===== src/rtl/brf_pkg.sv =====
// Shared types, constants and helper functions for the bracketed root finder.
package brf_pkg;

    localparam int WordBits   = 32;
    localparam int BudgetBits = 16;
    localparam int RegBits    = 31;
    localparam int CntBits    = BudgetBits + 1;
    localparam int ProdBits   = 2 * WordBits;
    localparam int StepBits   = $clog2(ProdBits + 1);

    // Register indexes on the configuration port.
    localparam logic [1:0] RegValTol   = 2'd0;
    localparam logic [1:0] RegStepTol  = 2'd1;
    localparam logic [1:0] RegBisWidth = 2'd2;
    localparam logic [1:0] RegBisValue = 2'd3;

    localparam logic KindRequest = 1'b0;
    localparam logic KindRoot    = 1'b1;
    localparam logic FuncStart   = 1'b0;

    // Result point selection from the controller.
    localparam logic [1:0] SelEndA = 2'd0;
    localparam logic [1:0] SelEndB = 2'd1;
    localparam logic [1:0] SelMid  = 2'd2;
    localparam logic [1:0] SelZero = 2'd3;

    // Sign classes returned by sgn.
    localparam logic [1:0] SgnZero = 2'd0;
    localparam logic [1:0] SgnPos  = 2'd1;
    localparam logic [1:0] SgnNeg  = 2'd2;

    // Search phase kept between items.
    typedef enum logic [4:0] {
        PH_IDLE   = 5'b00001,
        PH_WAIT_A = 5'b00010,
        PH_WAIT_B = 5'b00100,
        PH_BISECT = 5'b01000,
        PH_SECANT = 5'b10000
    } t_phase;

    // Datapath operation selected by the controller.
    typedef enum logic [3:0] {
        OP_NONE, OP_START, OP_LOAD_A, OP_LOAD_B, OP_BIS_UPD,
        OP_SEC_LOAD, OP_BIS_STEP, OP_SEC_PREP, OP_DIV_START, OP_SEC_END
    } t_op;

    // Command from controller to datapath.
    typedef struct packed {
        t_op op;
    } t_cmd;

    // Status from datapath to controller.
    typedef struct packed {
        logic val_a_ok;
        logic val_b_ok;
        logic val_in_ok;
        logic gap_ok;
        logic bis_stop;
        logic sign_diff;
        logic den_zero;
        logic budget_zero;
        logic budget_lt3;
        logic div_busy;
    } t_stat;

    localparam logic signed [WordBits-1:0] WMax = {1'b0, {(WordBits-1){1'b1}}};
    localparam logic signed [WordBits-1:0] WMin = {1'b1, {(WordBits-1){1'b0}}};

    // Saturating signed add.
    function automatic logic signed [WordBits-1:0] sat_add(
        input logic signed [WordBits-1:0] x, input logic signed [WordBits-1:0] y);
        logic signed [WordBits:0] s;
        s = {x[WordBits-1], x} + {y[WordBits-1], y};
        if (s[WordBits] != s[WordBits-1]) begin
            return s[WordBits] ? WMin : WMax;
        end
        return s[WordBits-1:0];
    endfunction

    // Saturating signed subtract.
    function automatic logic signed [WordBits-1:0] sat_sub(
        input logic signed [WordBits-1:0] x, input logic signed [WordBits-1:0] y);
        logic signed [WordBits:0] s;
        s = {x[WordBits-1], x} - {y[WordBits-1], y};
        if (s[WordBits] != s[WordBits-1]) begin
            return s[WordBits] ? WMin : WMax;
        end
        return s[WordBits-1:0];
    endfunction

    // Magnitude as an unsigned word.
    function automatic logic [WordBits-1:0] mag(input logic signed [WordBits-1:0] x);
        return x[WordBits-1] ? (~x + 1'b1) : x;
    endfunction

    // Sign class: zero, positive or negative.
    function automatic logic [1:0] sgn(input logic signed [WordBits-1:0] x);
        return x[WordBits-1] ? SgnNeg : ((x != '0) ? SgnPos : SgnZero);
    endfunction

endpackage


===== src/rtl/brf_div.sv =====
// Restoring divider, one quotient bit per cycle, saturating quotient magnitude.
module brf_div (
    input  logic                              i_clk,
    input  logic                              i_rst_n,
    input  logic                              i_start,
    input  logic [brf_pkg::ProdBits-1:0]      i_num,
    input  logic [brf_pkg::WordBits-1:0]      i_den,
    output logic                              o_busy,
    output logic [brf_pkg::WordBits-1:0]      o_quot
);

    logic [brf_pkg::ProdBits-1:0] r_num, n_num;
    logic [brf_pkg::WordBits:0]   r_rem, n_rem;
    logic [brf_pkg::WordBits-1:0] r_den;
    logic [brf_pkg::ProdBits-1:0] r_q, n_q;
    logic [brf_pkg::StepBits-1:0] r_cnt, n_cnt;
    logic                         r_busy, n_busy;
    logic [brf_pkg::WordBits:0]   w_sh;

    // One shift and subtract step.
    always_comb begin
        n_num  = r_num;
        n_rem  = r_rem;
        n_q    = r_q;
        n_cnt  = r_cnt;
        n_busy = r_busy;
        w_sh   = {r_rem[brf_pkg::WordBits-1:0], r_num[brf_pkg::ProdBits-1]};
        if (i_start) begin
            n_num  = i_num;
            n_rem  = '0;
            n_q    = '0;
            n_cnt  = brf_pkg::StepBits'(brf_pkg::ProdBits);
            n_busy = 1'b1;
        end else if (r_busy) begin
            n_num = {r_num[brf_pkg::ProdBits-2:0], 1'b0};
            if (w_sh >= {1'b0, r_den}) begin
                n_rem = w_sh - {1'b0, r_den};
                n_q   = {r_q[brf_pkg::ProdBits-2:0], 1'b1};
            end else begin
                n_rem = w_sh;
                n_q   = {r_q[brf_pkg::ProdBits-2:0], 1'b0};
            end
            n_cnt  = r_cnt - 1'b1;
            n_busy = (r_cnt != brf_pkg::StepBits'(1));
        end
    end

    always_ff @(posedge i_clk) begin
        if (!i_rst_n) begin
            r_busy <= 1'b0;
            r_cnt  <= '0;
        end else begin
            r_busy <= n_busy;
            r_cnt  <= n_cnt;
        end
        r_num <= n_num;
        r_rem <= n_rem;
        r_q   <= n_q;
        if (i_start) begin
            r_den <= i_den;
        end
    end

    assign o_busy = r_busy;
    // Saturate to the largest positive word.
    assign o_quot = (r_q[brf_pkg::ProdBits-1:brf_pkg::WordBits-1] != '0) ?
                    brf_pkg::WMax : r_q[brf_pkg::WordBits-1:0];

endmodule


===== src/rtl/brf_dp.sv =====
// Datapath: interval ends, values, budget, secant product and divider.
module brf_dp (
    input  logic                              i_clk,
    input  brf_pkg::t_cmd                     i_cmd,
    input  logic signed [brf_pkg::WordBits-1:0] i_left,
    input  logic signed [brf_pkg::WordBits-1:0] i_right,
    input  logic [brf_pkg::BudgetBits-1:0]    i_budget,
    input  logic signed [brf_pkg::WordBits-1:0] i_fvalue,
    input  logic [brf_pkg::RegBits-1:0]       i_val_tol,
    input  logic [brf_pkg::RegBits-1:0]       i_step_tol,
    input  logic [brf_pkg::RegBits-1:0]       i_bis_width,
    input  logic [brf_pkg::RegBits-1:0]       i_bis_value,
    input  logic                              i_rst_n,
    output brf_pkg::t_stat                    o_stat,
    output logic signed [brf_pkg::WordBits-1:0] o_end_a,
    output logic signed [brf_pkg::WordBits-1:0] o_end_b,
    output logic signed [brf_pkg::WordBits-1:0] o_mid
);

    logic signed [brf_pkg::WordBits-1:0] r_end_a, r_end_b, r_val_a, r_val_b, r_half, r_mid;
    logic [brf_pkg::CntBits-1:0]         r_budget;
    logic [brf_pkg::ProdBits-1:0]        r_prod;
    logic [brf_pkg::WordBits-1:0]        r_den;
    logic                                r_neg;
    logic signed [brf_pkg::WordBits-1:0] w_gap, w_den, w_half;
    logic [1:0]                          w_sa, w_sd, w_sn;
    logic                                w_div_busy;
    logic [brf_pkg::WordBits-1:0]        w_quot;

    assign w_gap  = brf_pkg::sat_sub(r_end_b, r_end_a);
    assign w_den  = brf_pkg::sat_sub(r_val_b, r_val_a);
    assign w_half = r_half / 2;
    assign w_sa   = brf_pkg::sgn(r_val_a);
    assign w_sd   = brf_pkg::sgn(w_gap);
    assign w_sn   = brf_pkg::sgn(w_den);

    brf_div u_div (
        .i_clk   (i_clk),
        .i_rst_n (i_rst_n),
        .i_start (i_cmd.op == brf_pkg::OP_DIV_START),
        .i_num   (r_prod),
        .i_den   (r_den),
        .o_busy  (w_div_busy),
        .o_quot  (w_quot)
    );

    // State update per controller command.
    always_ff @(posedge i_clk) begin
        unique case (i_cmd.op)
            brf_pkg::OP_START: begin
                r_end_a  <= i_left;
                r_end_b  <= i_right;
                r_budget <= {1'b0, i_budget};
            end
            brf_pkg::OP_LOAD_A: r_val_a <= i_fvalue;
            brf_pkg::OP_LOAD_B: begin
                r_val_b  <= i_fvalue;
                r_budget <= r_budget - brf_pkg::CntBits'(2);
                r_half   <= w_gap;
            end
            brf_pkg::OP_BIS_UPD: begin
                if (brf_pkg::sgn(i_fvalue) != w_sa) begin
                    r_end_b <= r_mid;
                    r_val_b <= i_fvalue;
                end else begin
                    r_end_a <= r_mid;
                    r_val_a <= i_fvalue;
                end
            end
            brf_pkg::OP_SEC_LOAD: r_val_a <= i_fvalue;
            brf_pkg::OP_BIS_STEP: begin
                r_budget <= r_budget - 1'b1;
                r_half   <= w_half;
                r_mid    <= brf_pkg::sat_add(r_end_a, w_half);
            end
            brf_pkg::OP_SEC_PREP: begin
                r_budget <= r_budget - 1'b1;
                r_prod   <= brf_pkg::mag(r_val_a) * brf_pkg::mag(w_gap);
                r_den    <= brf_pkg::mag(w_den);
                // The step is added when none of the three signs is zero and an odd number of them is negative.
                r_neg    <= ((w_sa == brf_pkg::SgnNeg) ^ (w_sd == brf_pkg::SgnNeg) ^
                             (w_sn == brf_pkg::SgnNeg)) &&
                            w_sa != brf_pkg::SgnZero && w_sd != brf_pkg::SgnZero &&
                            w_sn != brf_pkg::SgnZero;
            end
            brf_pkg::OP_SEC_END: begin
                r_end_b <= r_end_a;
                r_val_b <= r_val_a;
                r_end_a <= r_neg ? brf_pkg::sat_add(r_end_a, w_quot)
                                 : brf_pkg::sat_sub(r_end_a, w_quot);
            end
            default: ;
        endcase
    end

    // Status towards the controller.
    always_comb begin
        o_stat.val_a_ok    = brf_pkg::mag(r_val_a) <= {1'b0, i_val_tol};
        o_stat.val_b_ok    = brf_pkg::mag(r_val_b) <= {1'b0, i_val_tol};
        o_stat.val_in_ok   = brf_pkg::mag(i_fvalue) <= {1'b0, i_val_tol};
        o_stat.gap_ok      = brf_pkg::mag(w_gap) <= {1'b0, i_step_tol};
        o_stat.bis_stop    = brf_pkg::mag(r_half) < {1'b0, i_bis_width} ||
                             brf_pkg::mag(i_fvalue) < {1'b0, i_bis_value};
        o_stat.sign_diff   = w_sa != brf_pkg::sgn(r_val_b);
        o_stat.den_zero    = r_val_a == r_val_b;
        o_stat.budget_zero = r_budget == '0;
        o_stat.budget_lt3  = r_budget < brf_pkg::CntBits'(3);
        o_stat.div_busy    = w_div_busy;
    end

    assign o_end_a = r_end_a;
    assign o_end_b = r_end_b;
    assign o_mid   = r_mid;

endmodule


===== src/rtl/brf_ctrl.sv =====
// Controller: handshake, search phase and step sequencing.
module brf_ctrl (
    input  logic                 i_clk,
    input  logic                 i_rst_n,
    input  logic                 i_in_valid,
    input  logic                 i_func,
    input  logic                 i_out_ready,
    input  brf_pkg::t_stat       i_stat,
    output logic                 o_in_ready,
    output logic                 o_out_valid,
    output brf_pkg::t_cmd        o_cmd,
    output logic [1:0]           o_sel,
    output logic                 o_kind,
    output logic                 o_fault
);

    // Work steps inside one item.
    typedef enum logic [5:0] {
        ST_WAIT  = 6'b000001,
        ST_EVAL  = 6'b000010,
        ST_AFTER = 6'b000100,
        ST_SEC   = 6'b001000,
        ST_DIV   = 6'b010000,
        ST_DONE  = 6'b100000
    } t_st;

    t_st            r_st, n_st;
    brf_pkg::t_phase r_ph, n_ph;
    logic           r_func;
    logic           r_ov, n_ov;
    logic [1:0]     r_sel, n_sel;
    logic           r_kind, n_kind, r_fault, n_fault;
    logic [1:0]     r_csel, n_csel;
    logic           w_acc;

    assign o_in_ready = (r_st == ST_WAIT) && !r_ov;
    assign w_acc      = i_in_valid && o_in_ready;

    always_comb begin
        n_st = r_st; n_ph = r_ph; n_ov = r_ov; n_sel = r_sel;
        n_kind = r_kind; n_fault = r_fault; n_csel = r_csel;
        o_cmd.op = brf_pkg::OP_NONE;
        if (r_ov && i_out_ready) begin
            n_ov = 1'b0;
        end
        unique case (r_st)
            ST_WAIT: begin
                if (w_acc) begin
                    n_st = ST_EVAL;
                    if (i_func == brf_pkg::FuncStart) begin
                        o_cmd.op = brf_pkg::OP_START;
                    end
                end
            end
            ST_EVAL: begin
                n_st = ST_DONE;
                if (r_func == brf_pkg::FuncStart) begin
                    if (i_stat.budget_zero) begin
                        n_ph = brf_pkg::PH_IDLE; n_kind = brf_pkg::KindRoot;
                        n_sel = brf_pkg::SelEndA;
                    end else begin
                        n_ph = brf_pkg::PH_WAIT_A; n_kind = brf_pkg::KindRequest;
                        n_sel = brf_pkg::SelEndA;
                    end
                    n_fault = 1'b0;
                end else begin
                    n_fault = 1'b0;
                    unique case (r_ph)
                        brf_pkg::PH_WAIT_A: begin
                            o_cmd.op = brf_pkg::OP_LOAD_A;
                            if (i_stat.budget_lt3) begin
                                n_ph = brf_pkg::PH_IDLE; n_kind = brf_pkg::KindRoot;
                                n_sel = i_stat.val_in_ok ? brf_pkg::SelEndA
                                                         : brf_pkg::SelEndB;
                            end else begin
                                n_ph = brf_pkg::PH_WAIT_B; n_kind = brf_pkg::KindRequest;
                                n_sel = brf_pkg::SelEndB;
                            end
                        end
                        brf_pkg::PH_WAIT_B: begin
                            o_cmd.op = brf_pkg::OP_LOAD_B;
                            n_st = ST_AFTER; n_csel = brf_pkg::SelEndA;
                        end
                        brf_pkg::PH_BISECT: begin
                            o_cmd.op = brf_pkg::OP_BIS_UPD;
                            if (i_stat.bis_stop) begin
                                n_st = ST_AFTER; n_csel = brf_pkg::SelMid;
                            end else if (!i_stat.budget_zero) begin
                                n_st = ST_AFTER; n_csel = brf_pkg::SelZero;
                            end else begin
                                n_ph = brf_pkg::PH_IDLE; n_kind = brf_pkg::KindRoot;
                                n_sel = brf_pkg::SelMid;
                            end
                        end
                        brf_pkg::PH_SECANT: begin
                            o_cmd.op = brf_pkg::OP_SEC_LOAD;
                            n_st = ST_SEC;
                        end
                        default: begin
                            n_ph = brf_pkg::PH_IDLE; n_kind = brf_pkg::KindRoot;
                            n_sel = brf_pkg::SelZero;
                        end
                    endcase
                end
            end
            ST_AFTER: begin
                // SelZero in r_csel marks a plain bisection step.
                if (r_ph == brf_pkg::PH_WAIT_B && i_stat.sign_diff ||
                    r_csel == brf_pkg::SelZero) begin
                    o_cmd.op = brf_pkg::OP_BIS_STEP;
                    n_ph = brf_pkg::PH_BISECT; n_kind = brf_pkg::KindRequest;
                    n_sel = brf_pkg::SelMid;
                    n_st = ST_DONE;
                end else if (i_stat.budget_zero) begin
                    n_ph = brf_pkg::PH_IDLE; n_kind = brf_pkg::KindRoot; n_sel = r_csel;
                    n_st = ST_DONE;
                end else if (i_stat.val_b_ok || i_stat.gap_ok) begin
                    n_ph = brf_pkg::PH_IDLE; n_kind = brf_pkg::KindRoot;
                    n_sel = brf_pkg::SelEndB;
                    n_st = ST_DONE;
                end else if (i_stat.val_a_ok) begin
                    n_ph = brf_pkg::PH_IDLE; n_kind = brf_pkg::KindRoot;
                    n_sel = brf_pkg::SelEndA;
                    n_st = ST_DONE;
                end else begin
                    n_st = ST_SEC; n_csel = brf_pkg::SelEndB;
                end
            end
            ST_SEC: begin
                // Entry from the secant phase re-checks tolerances and the budget first.
                if (r_ph == brf_pkg::PH_SECANT && r_csel != brf_pkg::SelEndB &&
                    (i_stat.val_a_ok || i_stat.gap_ok || i_stat.budget_zero)) begin
                    n_ph = brf_pkg::PH_IDLE; n_kind = brf_pkg::KindRoot;
                    n_sel = brf_pkg::SelEndA;
                    n_st = ST_DONE;
                end else if (i_stat.den_zero) begin
                    o_cmd.op = brf_pkg::OP_SEC_PREP;
                    n_ph = brf_pkg::PH_IDLE; n_kind = brf_pkg::KindRoot;
                    n_sel = brf_pkg::SelEndA;
                    n_fault = 1'b1; n_st = ST_DONE;
                end else begin
                    o_cmd.op = brf_pkg::OP_SEC_PREP;
                    n_st = ST_DIV; n_csel = brf_pkg::SelZero;
                end
            end
            ST_DIV: begin
                if (r_csel == brf_pkg::SelZero) begin
                    o_cmd.op = brf_pkg::OP_DIV_START; n_csel = brf_pkg::SelMid;
                end else if (!i_stat.div_busy) begin
                    o_cmd.op = brf_pkg::OP_SEC_END;
                    n_ph = brf_pkg::PH_SECANT; n_kind = brf_pkg::KindRequest;
                    n_sel = brf_pkg::SelEndA;
                    n_st = ST_DONE;
                end
            end
            ST_DONE: begin
                if (!r_ov || i_out_ready) begin
                    n_ov = 1'b1; n_st = ST_WAIT;
                end
            end
            default: n_st = ST_WAIT;
        endcase
        if (r_st == ST_EVAL) begin
            n_csel = (r_func != brf_pkg::FuncStart && r_ph == brf_pkg::PH_SECANT) ?
                     brf_pkg::SelEndA : n_csel;
        end
    end

    always_ff @(posedge i_clk) begin
        if (!i_rst_n) begin
            r_st <= ST_WAIT; r_ph <= brf_pkg::PH_IDLE; r_ov <= 1'b0;
        end else begin
            r_st <= n_st; r_ph <= n_ph; r_ov <= n_ov;
        end
        if (w_acc) r_func <= i_func;
        r_csel <= n_csel;
        if (r_st == ST_DONE && (!r_ov || i_out_ready)) begin
            r_sel <= n_sel; r_kind <= n_kind; r_fault <= n_fault;
        end else if (r_st != ST_DONE) begin
            r_sel <= n_sel; r_kind <= n_kind; r_fault <= n_fault;
        end
    end

    assign o_out_valid = r_ov;
    assign o_sel       = r_sel;
    assign o_kind      = r_kind;
    assign o_fault     = r_fault;

`ifndef SYNTHESIS
    a_accept_idle: assert property (@(posedge i_clk) disable iff (!i_rst_n)
        w_acc |=> r_st == ST_EVAL) else $error("accept did not start work");
    a_fault_root: assert property (@(posedge i_clk) disable iff (!i_rst_n)
        r_ov && r_fault |-> r_kind) else $error("fault without root");
    a_no_accept_busy: assert property (@(posedge i_clk) disable iff (!i_rst_n)
        r_st != ST_WAIT |-> !o_in_ready) else $error("ready while busy");
`endif

endmodule


===== src/rtl/bracketed_root_finder.sv =====
// Top level of the bracketed root finder.
// A valid result follows the input transfer through ST_EVAL and ST_DONE; a bisection
// step or the post-bisection checks pass through ST_AFTER as well, and a secant step
// waits in ST_DIV for the one-bit-per-cycle divider over the 64-bit product.
// One item at a time; the next is taken once the result transfer has happened.
// Reset (synchronous, active low) clears the phase, handshake state and the
// configuration registers to their defaults.
module bracketed_root_finder (
    input  logic        i_clk,
    input  logic        i_rst_n,
    input  logic        s_axis_tvalid,
    output logic        s_axis_tready,
    input  logic [111:0] s_axis_tdata, // left_end, right_end, eval_budget, fvalue
    input  logic        s_axis_tuser,  // func
    output logic        m_axis_tvalid,
    input  logic        m_axis_tready,
    output logic [39:0] m_axis_tdata,  // point, div_fault, zero fill
    output logic        m_axis_tuser,  // kind
    input  logic        i_cfg_we,
    input  logic [1:0]  i_cfg_index,
    input  logic [30:0] i_cfg_data
);

    logic [brf_pkg::RegBits-1:0] r_val_tol, r_step_tol, r_bis_w, r_bis_v;
    brf_pkg::t_cmd w_cmd;
    brf_pkg::t_stat w_stat;
    logic [1:0] w_sel;
    logic w_kind, w_fault;
    logic signed [31:0] w_a, w_b, w_m, w_point;
    logic signed [31:0] r_f;
    logic signed [31:0] r_point;

    // Configuration registers.
    always_ff @(posedge i_clk) begin
        if (!i_rst_n) begin
            r_val_tol <= 31'd66; r_step_tol <= 31'd66;
            r_bis_w <= 31'd6554; r_bis_v <= 31'd3277;
        end else if (i_cfg_we) begin
            unique case (i_cfg_index)
                brf_pkg::RegValTol:   r_val_tol  <= i_cfg_data;
                brf_pkg::RegStepTol:  r_step_tol <= i_cfg_data;
                brf_pkg::RegBisWidth: r_bis_w    <= i_cfg_data;
                brf_pkg::RegBisValue: r_bis_v    <= i_cfg_data;
                default: ;
            endcase
        end
    end

    brf_ctrl u_ctrl (
        .i_clk(i_clk), .i_rst_n(i_rst_n), .i_in_valid(s_axis_tvalid),
        .i_func(s_axis_tuser), .i_out_ready(m_axis_tready), .i_stat(w_stat),
        .o_in_ready(s_axis_tready), .o_out_valid(m_axis_tvalid), .o_cmd(w_cmd),
        .o_sel(w_sel), .o_kind(w_kind), .o_fault(w_fault)
    );

    // The start fields load the datapath at the transfer itself; the function
    // value is used in the following cycles, so it is latched with the transfer.
    always_ff @(posedge i_clk) begin
        if (s_axis_tvalid && s_axis_tready) begin
            r_f <= s_axis_tdata[111:80];
        end
    end

    brf_dp u_dp (
        .i_clk(i_clk), .i_cmd(w_cmd), .i_left(s_axis_tdata[31:0]),
        .i_right(s_axis_tdata[63:32]), .i_budget(s_axis_tdata[79:64]),
        .i_fvalue(r_f), .i_val_tol(r_val_tol),
        .i_step_tol(r_step_tol), .i_bis_width(r_bis_w), .i_bis_value(r_bis_v),
        .i_rst_n(i_rst_n), .o_stat(w_stat), .o_end_a(w_a), .o_end_b(w_b), .o_mid(w_m)
    );

    // Result point; it is held while a valid result waits for the output transfer.
    always_comb begin
        unique case (w_sel)
            brf_pkg::SelEndA: w_point = w_a;
            brf_pkg::SelEndB: w_point = w_b;
            brf_pkg::SelMid:  w_point = w_m;
            default:          w_point = '0;
        endcase
    end
    always_ff @(posedge i_clk) begin
        if (!m_axis_tvalid || m_axis_tready) r_point <= w_point;
    end

    assign m_axis_tdata = {7'd0, w_fault, r_point};
    assign m_axis_tuser = w_kind;

endmodule


===== config.mk =====
export PLATFORM = sky130hd
export DESIGN_NAME = bracketed_root_finder
export DESIGN_NICKNAME = d
export VERILOG_FILES = /design/src/rtl/brf_pkg.sv /design/src/rtl/brf_div.sv /design/src/rtl/brf_dp.sv /design/src/rtl/brf_ctrl.sv /design/src/rtl/bracketed_root_finder.sv
export SDC_FILE = /design/constraint.sdc
export NUM_CORES = 2
export LEC_CHECK = 0
export BUFFER_PORTS_ARGS = -buffer_cell sky130_fd_sc_hd__clkbuf_2
export CAP_MARGIN = 15
export CELL_PAD_IN_SITES_DETAIL_PLACEMENT = 0
export CELL_PAD_IN_SITES_GLOBAL_PLACEMENT = 1
export CORE_AREA = 10 10 574 576
export DETAILED_ROUTE_END_ITERATION = 8
export DIE_AREA = 0 0 584 586
export PLACE_DENSITY_LB_ADDON = 0.1
export SLEW_MARGIN = 10
export SYNTH_ARGS = -nofsm -noshare
export SYNTH_HDL_FRONTEND = slang
export SYNTH_SLANG_ARGS = --single-unit
export TNS_END_PERCENT = 5

===== constraint.sdc =====
create_clock -name i_clk -period 46.2 [get_ports i_clk]
set_input_delay 4.62 -clock i_clk [delete_from_list [all_inputs] [get_ports i_clk]]
set_output_delay 4.62 -clock i_clk [all_outputs]
set_load 0.02 [all_outputs]

==> results.json <==
{
  "ctsHoldBuffers": 0,
  "final_common_cell": "nand2_1",
  "reg2regPathDepth": 53,
  "via_per_inst": 4.81,
  "worstSetupStartpointType": "flop",
  "drive_gt1_share_pct": 7.32,
  "yosysSeqAreaShare_pct": 24.0,
  "wl_per_cell_um": 25.5,
  "cp_max_fo": 33,
  "portBuffers": 186,
  "clk_latency_ps": 740,
  "io_pins": 194,
  "postSynthAreaPerCell_sq_um": 8.79,
  "synth_xor_area_share_pct": 4.51,
  "drcViolationCount": 0,
  "ys_ff_latch": 713,
  "cts_tree": "built",
  "maxSlewViolCount": 0,
  "arrival_ps": 16200,
  "grt_pass1_wl_um": 489000,
  "synthAdderAreaFrac_pct": 33.3,
  "hold_class": "reg2reg",
  "async_flop_share_pct": 0,
  "grt_overflow": 0,
  "finalSetupViolCount": 0,
  "critPathMaxStageDelay_ps": 570,
  "numClockSinks": 713,
  "die_area_sq_um": 342000,
  "min_period_ps": 15770,
  "netlist_instances": 9007,
  "grt_max_degree": 75,
  "place.gp.congestion": 0.884,
  "path_clk_slew_ps": 60,
  "antenna_found_initial": 34,
  "cts_resized": 0,
  "wl_um": 340000,
  "synth_edf_count": 471,
  "path_class": "reg2reg",
  "grt_pass1_vias": 66500,
  "cts_buffers": 96,
  "endpoint_kind": "flop",
  "initial_core_util_pct": 25.0,
  "cp.buffers_inverters": 9,
  "muxShareOfSynthArea_pct": 1.80,
  "drtIter0Drc": 4617,
  "fillCellCount": 33900,
  "relSlewSlack_pct": 18.8,
  "max_slew.worst_pin.slew_ps": 1220,
  "worst_path_max_delay_cell": "fa_1",
  "required_ps": 46640,
  "synth_warnings": 0,
  "area_delta_synth_final_pct": 12.1,
  "std_cell_rows": 207,
  "drv_cap": 0,
  "hold_violations": 0,
  "synth-simple-area-share_pct": 15.8,
  "synth_top_family_by_area": "adder cells",
  "ant_nets": 0,
  "num_vias": 64100,
  "status": "finished, final reports clean",
  "htree_num_levels": 3,
  "clockBufferDepth": 3,
  "crit_top_cell": "fa_1",
  "die_x_um": 584,
  "setup_slack_ps": 30430,
  "post_cts_buffers": 0,
  "finalCritPeriodShare_pct": 34.1,
  "track_usage_pct": 19.4,
  "max_freq_mhz": 63.4,
  "final_cell_mix": "nand2_1 (1,403), inv_1 (1,304), fa_1 (902)",
  "final_nets": 10800,
  "root_buffer": "clkbuf_16",
  "hpwl_um": 260000,
  "setup-tns-final_ps": 0,
  "finClkSkew_ps": 66.7,
  "netlist-cell-type-count": 107,
  "synth_compound_gate_area_share_pct": 12.2,
  "synth-main-ff-cell": "edfxtp_1",
  "cp.depth": 53,
  "netlist_area_sq_um": 79200,
  "pre_cts_ws_ps": 30530,
  "drt_pre_antenna_iters": 5,
  "core_sq_um": 317000,
  "rsz0062_at_grt": "false",
  "post-route-util_pct": 28.0,
  "die_y_um": 586,
  "hold_depth": 0,
  "crit_family": "adder cells"
}
## through the flow
step	cells	hold slack [ps]	area (sq um)
3_5_place_dp	13100	405	85500
6_report	13300	415	88700
3_3_place_gp	13100	407	85500
5_1_grt	13300	431	88700
4_1_cts	13300	417	88700
2_1_floorplan	9014	400	79200
## cells by family after synthesis
kind of cell / after synthesis
DFF: 713
xor gates and xnor gates: 407
muxes: 141
other: 2
and+or+nand+nor: 2900
AOI/OAI and AO/OA: 1522
adders and majority gates: 1565
buffers and inverters: 1757
## cells in the mapped netlist (38+ instances only)
cell / n / area, sq um
and3_1: 40 / 250
o21ai_0: 329 / 1650
fa_1: 902 / 18100
nand2b_1: 93 / 582
o21bai_1: 42 / 315
nor3_1: 83 / 415
dfxtp_1: 242 / 4840
o31ai_1: 50 / 375
nor2b_1: 56 / 350
a211oi_1: 43 / 323
o21a_1: 47 / 353
a21oi_1: 491 / 2460
nand2_1: 1403 / 5270
nor2_1: 844 / 3170
a22oi_1: 38 / 285
mux2i_1: 131 / 1310
xor2_1: 83 / 727
nand4_1: 74 / 463
ha_1: 657 / 8220
clkbuf_1: 381 / 1430
o211ai_1: 39 / 293
inv_1: 1313 / 4930
edfxtp_1: 471 / 14100
nand3_1: 77 / 385
a21o_1: 176 / 1320
xnor2_1: 323 / 2830
and2_1: 55 / 344
a31oi_1: 42 / 263
## registers in the layout, indices dropped and copies added, names as in the netlist, 32 cells and up
register          count
r_f                  32
r_point              32
u_dp.o_end_a         32
u_dp.o_end_b         32
u_dp.o_mid           32
u_dp.r_den           32
u_dp.r_half          32
u_dp.r_prod          64
u_dp.r_val_a         32
u_dp.r_val_b         32
u_dp.u_div.r_den     32
u_dp.u_div.r_num     64
u_dp.u_div.r_q       64
u_dp.u_div.r_rem     32
## routing by layer
layer	track usage, %	wire, um	vias to the layer above
met5	0	13	-
met1	27.8	164000	32700
li1	-	-	29500
met3	2.24	15100	314
met4	4.38	8620	2
met2	31.4	153000	1541
## layout make-up
type	count	area [sq um]	area share, %
diodes	10	25.0	0.0282
clock buffers	129	2710	3.06
clock inverters	52	467	0.526
inverters	1340	5040	5.68
multi-input cells	6544	54100	61.0
flip-flops and latches	713	19000	21.4
well taps	4180	5230	5.89
repair buffers	347	2150	2.43
## worst paths after layout
path / from / end / slack [ps]
max: u_dp.o_end_a[1] / u_dp.r_prod[63] / 30430
min: u_dp.r_den[11] / u_dp.u_div.r_den[11] / 420
max reg2reg: u_dp.o_end_a[1] / u_dp.r_prod[63] / 30430
min reg2reg: u_dp.r_den[11] / u_dp.u_div.r_den[11] / 420
Power is not shown: default switching activity piles up to over one toggle a cycle in this logic, so the estimate is an artifact.
